===== src/pidc_pkg.sv =====
// Package for the clamped PID controller: register indexes, datapath commands,
// and shared width and divider constants. No dependencies.
`timescale 1ns / 1ps

package pidc_pkg;

	localparam int unsigned DataW = 32;
	localparam int unsigned StepW = 31;
	localparam int unsigned IndexW = 3;

	typedef enum logic [IndexW-1:0] {
		REG_GAIN_P     = 3'd0,
		REG_GAIN_I     = 3'd1,
		REG_GAIN_D     = 3'd2,
		REG_TIME_STEP  = 3'd3,
		REG_LIMIT_LOW  = 3'd4,
		REG_LIMIT_HIGH = 3'd5
	} reg_index_t;

	// Operations the controller hands to the datapath.
	typedef enum logic [3:0] {
		OP_NONE,
		OP_LOAD,      // form and latch the error
		OP_MUL_EDT,   // error * time_step
		OP_MUL_INC,   // previous product * gain_i
		OP_INTEG,     // integral update and clamp
		OP_DIV_START, // load the divider
		OP_DIV_STEP,  // one quotient bit
		OP_DIV_END,   // sign and saturate the quotient
		OP_MUL_P,     // gain_p * error
		OP_MUL_D,     // gain_d * derivative
		OP_SUM        // final sum, clamp, store error
	} dp_op_t;

	typedef struct packed {
		dp_op_t op;
	} dp_cmd_t;

	typedef struct packed {
		logic div_last;
	} dp_status_t;

	localparam int unsigned DivBits = 48;
	localparam int unsigned DivCntW = 6;

endpackage


===== src/pidc_control.sv =====
// Sequencer of the PID controller: accepts a word, steps the datapath through
// its operations, and drives the result valid and load strobe. Uses pidc_pkg.
`timescale 1ns / 1ps

module pidc_control (
	input  logic                  clk,
	input  logic                  arst_n,
	input  logic                  in_valid,
	output logic                  in_ready,
	output logic                  out_valid,
	input  logic                  out_ready,
	output logic                  load_out,
	output pidc_pkg::dp_cmd_t     cmd,
	input  pidc_pkg::dp_status_t  status
);

	typedef enum logic [3:0] {
		S_IDLE, S_EDT, S_INC, S_INTEG, S_DSTART, S_DSTEP, S_DEND, S_MULP, S_MULD, S_SUM,
		S_OUT
	} state_t;

	state_t state_q;
	logic   out_valid_q;
	logic   out_free;

	assign in_ready = (state_q == S_IDLE);
	assign out_valid = out_valid_q;
	assign load_out = (state_q == S_OUT);
	assign out_free = !out_valid_q || out_ready;

	always_comb begin
		case (state_q)
			S_IDLE:   cmd.op = (in_valid) ? pidc_pkg::OP_LOAD : pidc_pkg::OP_NONE;
			S_EDT:    cmd.op = pidc_pkg::OP_MUL_EDT;
			S_INC:    cmd.op = pidc_pkg::OP_MUL_INC;
			S_INTEG:  cmd.op = pidc_pkg::OP_INTEG;
			S_DSTART: cmd.op = pidc_pkg::OP_DIV_START;
			S_DSTEP:  cmd.op = pidc_pkg::OP_DIV_STEP;
			S_DEND:   cmd.op = pidc_pkg::OP_DIV_END;
			S_MULP:   cmd.op = pidc_pkg::OP_MUL_P;
			S_MULD:   cmd.op = pidc_pkg::OP_MUL_D;
			S_SUM:    cmd.op = pidc_pkg::OP_SUM;
			default:  cmd.op = pidc_pkg::OP_NONE;
		endcase
	end

	always_ff @(posedge clk or negedge arst_n) begin
		if (!arst_n) begin
			state_q <= S_IDLE;
			out_valid_q <= 1'b0;
		end else begin
			// The output register is free once the previous word has gone.
			if ((state_q == S_OUT) && out_free) begin
				out_valid_q <= 1'b1;
			end else if (out_valid_q && out_ready) begin
				out_valid_q <= 1'b0;
			end
			case (state_q)
				S_IDLE:   if (in_valid) state_q <= S_EDT;
				S_EDT:    state_q <= S_INC;
				S_INC:    state_q <= S_INTEG;
				S_INTEG:  state_q <= S_DSTART;
				S_DSTART: state_q <= S_DSTEP;
				S_DSTEP:  if (status.div_last) state_q <= S_DEND;
				S_DEND:   state_q <= S_MULP;
				S_MULP:   state_q <= S_MULD;
				S_MULD:   state_q <= S_SUM;
				S_SUM:    state_q <= S_OUT;
				S_OUT:    if (out_free) state_q <= S_IDLE;
				default:  state_q <= S_IDLE;
			endcase
		end
	end

	a_no_accept_busy: assert property (@(posedge clk) disable iff (!arst_n)
		(state_q != S_IDLE) |-> !in_ready)
		else $error("input accepted while busy");
	a_out_after_sum: assert property (@(posedge clk) disable iff (!arst_n)
		$rose(out_valid_q) |-> $past(state_q) == S_OUT)
		else $error("result raised outside output state");
	a_div_done: assert property (@(posedge clk) disable iff (!arst_n)
		(state_q == S_DEND) |-> $past(status.div_last))
		else $error("divider ended early");

endmodule


===== config.mk =====
export PLATFORM = sky130hd
export DESIGN_NAME = pidc_control
export DESIGN_NICKNAME = d
export VERILOG_FILES = /design/src/pidc_pkg.sv /design/src/pidc_control.sv
export SDC_FILE = /design/constraint.sdc
export NUM_CORES = 1
export LEC_CHECK = 0
export BUFFER_PORTS_ARGS = -buffer_cell sky130_fd_sc_hd__buf_2
export CAP_MARGIN = 5
export CORE_AREA = 2 2 39 41
export DETAILED_ROUTE_END_ITERATION = 12
export DIE_AREA = 0 0 41 43
export PLACE_DENSITY_LB_ADDON = 0.08
export SLEW_MARGIN = 40
export SYNTH_ARGS = -nofsm -noshare
export SYNTH_HDL_FRONTEND = slang
export SYNTH_SLANG_ARGS = --single-unit

===== constraint.sdc =====
create_clock -name clk -period 1.5 [get_ports clk]
set_input_delay 0.3 -clock clk [delete_from_list [all_inputs] [get_ports clk]]
set_output_delay 0.3 -clock clk [all_outputs]
set_load 0.01 [all_outputs]

## Yosys cells after proc, flatten, opt, wreduce, memory -nomap -nowiden

Index checks and enable logic that the tools add are counted.

- Memories kept: 0
- Bits in registers: 5
- Bits in latches: 0
- Word-level logic and storage cells: 30
- ROM bits: 0
- Output and inout bits: 7
- Bits in writable memories: 0

- Muxes and demuxes: 8
- Equal/unequal tests: 13
- Divide/modulo/power cells: 0
- Add/sub/neg operators: 0
- Magnitude comparators: 0
- Multipliers: 0
- Shift-type cells: 0
- Reduce and logical (&&, ||, !) cells: 7
- Bitwise logic cells: 0

Operator list:

| kind | number |
|---|---|
| $pmux 4 s11 | 1 |
| $pmux 4 s10 | 1 |
| $eq 4x3->1 const B | 4 |
| $eq 4x4->1 const B | 3 |
| $mux 4 | 3 |
| $eq 4x2->1 const B | 2 |
| $eq 4x1->1 const B | 1 |
| $logic_not 4->1 | 1 |
| $ne 2x2->1 const B | 2 |
| $mux 1 | 3 |
| $reduce_and 3->1 | 1 |
| $logic_and 1x1->1 | 2 |
| $ne 2x1->1 const B | 1 |
| $reduce_bool 2->1 | 1 |
| $logic_not 1->1 | 1 |
| $logic_or 1x1->1 | 1 |

## Longest topological paths before layout

- Word-level depth: 4
- Depth in mapped cells: 4
- Gate-level depth less buffers: 3

## Worst setup path after synthesis

Ideal clock, no wire load.

- Path kind: register to output
- Start: register state_q[2]
- End: output cmd[0] in the netlist's numbering
- Path slack: 207 ps
- Arrival time: 993 ps
- Data required time: 1,200 ps
- Cell stages (with the launch flop): 5
- Cell sequence: dfrtp_1 buf_6 nand2b_4 o22a_2 nor2_1

RTL lines:

| item | line | source |
|---|---|---|
| from (decl) | pidc_control.sv:22 | `state_t state_q;` |
| from (signal assigned) | pidc_control.sv:49 | `state_q <= S_IDLE;` |
| from (signal assigned) | pidc_control.sv:59 | `S_IDLE: if (in_valid) state_q <= S_EDT;` |
| from (signal assigned) | pidc_control.sv:60 | `S_EDT: state_q <= S_INC;` |
| to (decl) | pidc_control.sv:13 | `output pidc_pkg::dp_cmd_t cmd,` |

==> run summary <==
Clock tree from TritonCTS: done
Nets@finish: 61
R2R cell count: 4
Initial core utilization: 25.9%
WS Path Type: reg2out
Final min period: 1.57 ns
Layout area overhead: 40.1%
Vias per std cell: 4.52
CTS buffer count: 3
Endpoint class of the critical path: output port
Setup_tns: -0.185 ns
Overall power: 1.15 mW
CTS root buffer: clkbuf_4
Fin. Hold Viols: 0
Worst-path fanout max: 6
Hold Path Stages: 3
PD cells: 2290 mW/mm²
Inst Count DP: 63
CTS clk-pin slew, worst paths: 0.05 ns
Dominant cell type by area after synthesis: dfrtp_1
Synth cell types: 20
Worst Tran Pin Value: 0.242 ns
Row count: 14
Final setup violation count: 4
I/O pins: 12
Placed cell area: 418 µm²
Worst vdd ir: 0.856 mV
Clk buf depth: 2
Design area: 503 µm²
LEAKAGE: 0.247 nW
Gp weighted congestion: 0.742
Hold Crit Start: out_ready
Final period utilization: 105%
Share of the yosys chip area belonging to registers: 34.8%
Htree depth: 1
Status: complete, but fails checks
HPWL Detailed: 572 µm
# diodes: 0
Worst skew pair latency: 0.25 ns
Achievable Freq: 637 MHz
Area contributors post-synth: dfrtp_1, nand2b_4, buf_6
Max-Cap Viols: 0
Largest net degree at the start of global routing: 11
Finished Layout Cells: 71
Area of the core: 0.00138 mm²
Post-Syn Area: 359 µm²
Commonest cells post-synth: dfrtp_1, nand2_1
Failing checks: negative setup slack
Gate Count Post-Synth: 37
1st-pass router iterations: 4
Iter 0 DRT Violations: 5
RSZ-0062 raised after global routing: yes
Port-buffer cells: 11
Number of synthesized register bits: 5
Setup slack after layout: -0.0700 ns
DRT antenna net count: 0
Post-synth top area share: 34.8%
Reg2reg start: state_q[3]
YS warnings: 0
Initial antenna violation count: 0
Reg2reg end: state_q[1]
Fraction of layout cells with a size suffix above 1: 58.2%
Vias in the first global route: 296
Critical-path top delay cell: dfrtp_2
Top FF cell, synth: dfrtp_1
Global-route wire length before repair: 1230 µm
Avg WL per Cell: 11.0 µm
Worst Hold Class: in2reg
Max_slew headroom: 83.8%
Vias: 321
Die Footprint: 0.00176 mm²
Crit start category: flop
Worst Hold Path EP: out_valid
FFs w/ async S/R, synth: 100%
Residual DRC: 0
Chip Width: 41 µm
R2R setup slack: 0.40 ns
Grt ovf: 0
CTS sink cnt: 5
Most numerous cell in the Yosys netlist: dfrtp_1
Syn_nets: 42
Avg Inst Size Synth: 9.71 µm²
Crit-path cells: nand2b_4 > o22a_2 > nor2_1 > buf_2
Worst Clk Skew: 0.00565 ns
Max incr delay on CP: 0.44 ns
DRT Wirelength: 781 µm
Worst path arrival time: 1.27 ns
Slew Limit Fails: 0
WP data required: 1.20 ns
Chip height: 43 µm
Gr usage total: 11.7%
EDFF count, synth: 0
Pre-CTS setup slack: 0.141 ns
layer usage:
| layer | vias up | routed length (µm) | GRT usage (%) |
|---|---|---|---|
| met5 | - | 0 | 0 |
| met4 | 0 | 36 | 16.0 |
| met3 | 4 | 46 | 3.14 |
| met2 | 14 | 378 | 15.3 |
| met1 | 143 | 320 | 12.1 |
| li1 | 160 | - | - |
critical path: cells and delay by family, from the launching register on:
kind	cells	cell delay (ns)
DFF	1	0.44
and+or+nand+nor	2	0.24
AOI/OAI and AO/OA	1	0.21
buffers and inverters	1	0.13
layout make-up:
type	instances	area, µm²
repair buffers	18	120
clock buffers	4	26.3
flip-flops and latches	5	129
inverters	1	3.75
fillers	149	881
multi-input cells	27	204
well taps	16	20.0
cell families after synthesis:
kind of cell,share of synthesized area [%]
AO/OA/AOI/OAI,21.3
XOR/XNOR,2.44
buffers and inverters,11.8
flip-flops,34.8
AND/OR/NAND/NOR,29.6
where the power goes:
group          total, mW  switching, mW  internal [mW]
combinational      0.677          0.307          0.371
clock              0.157         0.0564          0.101
sequential         0.319          0.114          0.204
through the flow:
step	utilization [%]	hold slack, ns
6_report	36.3	0.366
5_1_grt	36.3	0.381
4_1_cts	34.0	0.354
3_5_place_dp	30.2	0.121
3_3_place_gp	30.2	0.125
2_1_floorplan	-	0.00441
repair_timing:
item / in CTS / in global routing
setup buffers: 1 / 2
setup endpoints to repair: 6 / 6
hold buffers: 1 / 0
resized for setup: 4 / 4
hold endpoints to repair: 5 / 0
cells in the final DEF (no fill, tap or decap), drive strengths merged:
master,count
o22ai,1
xor2,1
nand2b,6
o32ai,1
dlygate4sd3,1
nor2b,1
buf,17
clkbuf,4
o21ai,2
nand2,4
nor3,1
o22a,2
a21oi,2
nor2,3
a22o,1
nor4,1
dfrtp,5
inv,1
o21bai,1
worst max-delay path by stage:
stage / cells after the start / slack [ns] / startpoint / endpoint
after floorplan: 4 / 0.21 / state_q[2] / cmd[0]
after global placement: 3 / 0.15 / state_q[3] / in_ready
after detailed placement: 3 / 0.14 / state_q[3] / in_ready
after CTS: 4 / -0.08 / state_q[2] / cmd[0]
after global routing: 5 / -0.14 / state_q[2] / cmd[1]
final: 4 / -0.07 / state_q[2] / cmd[0]
registers in the layout (all words and copies together) (netlist names):
signal / count
state_q: 4
out_valid: 1
Power figures use the tool's default switching activity.
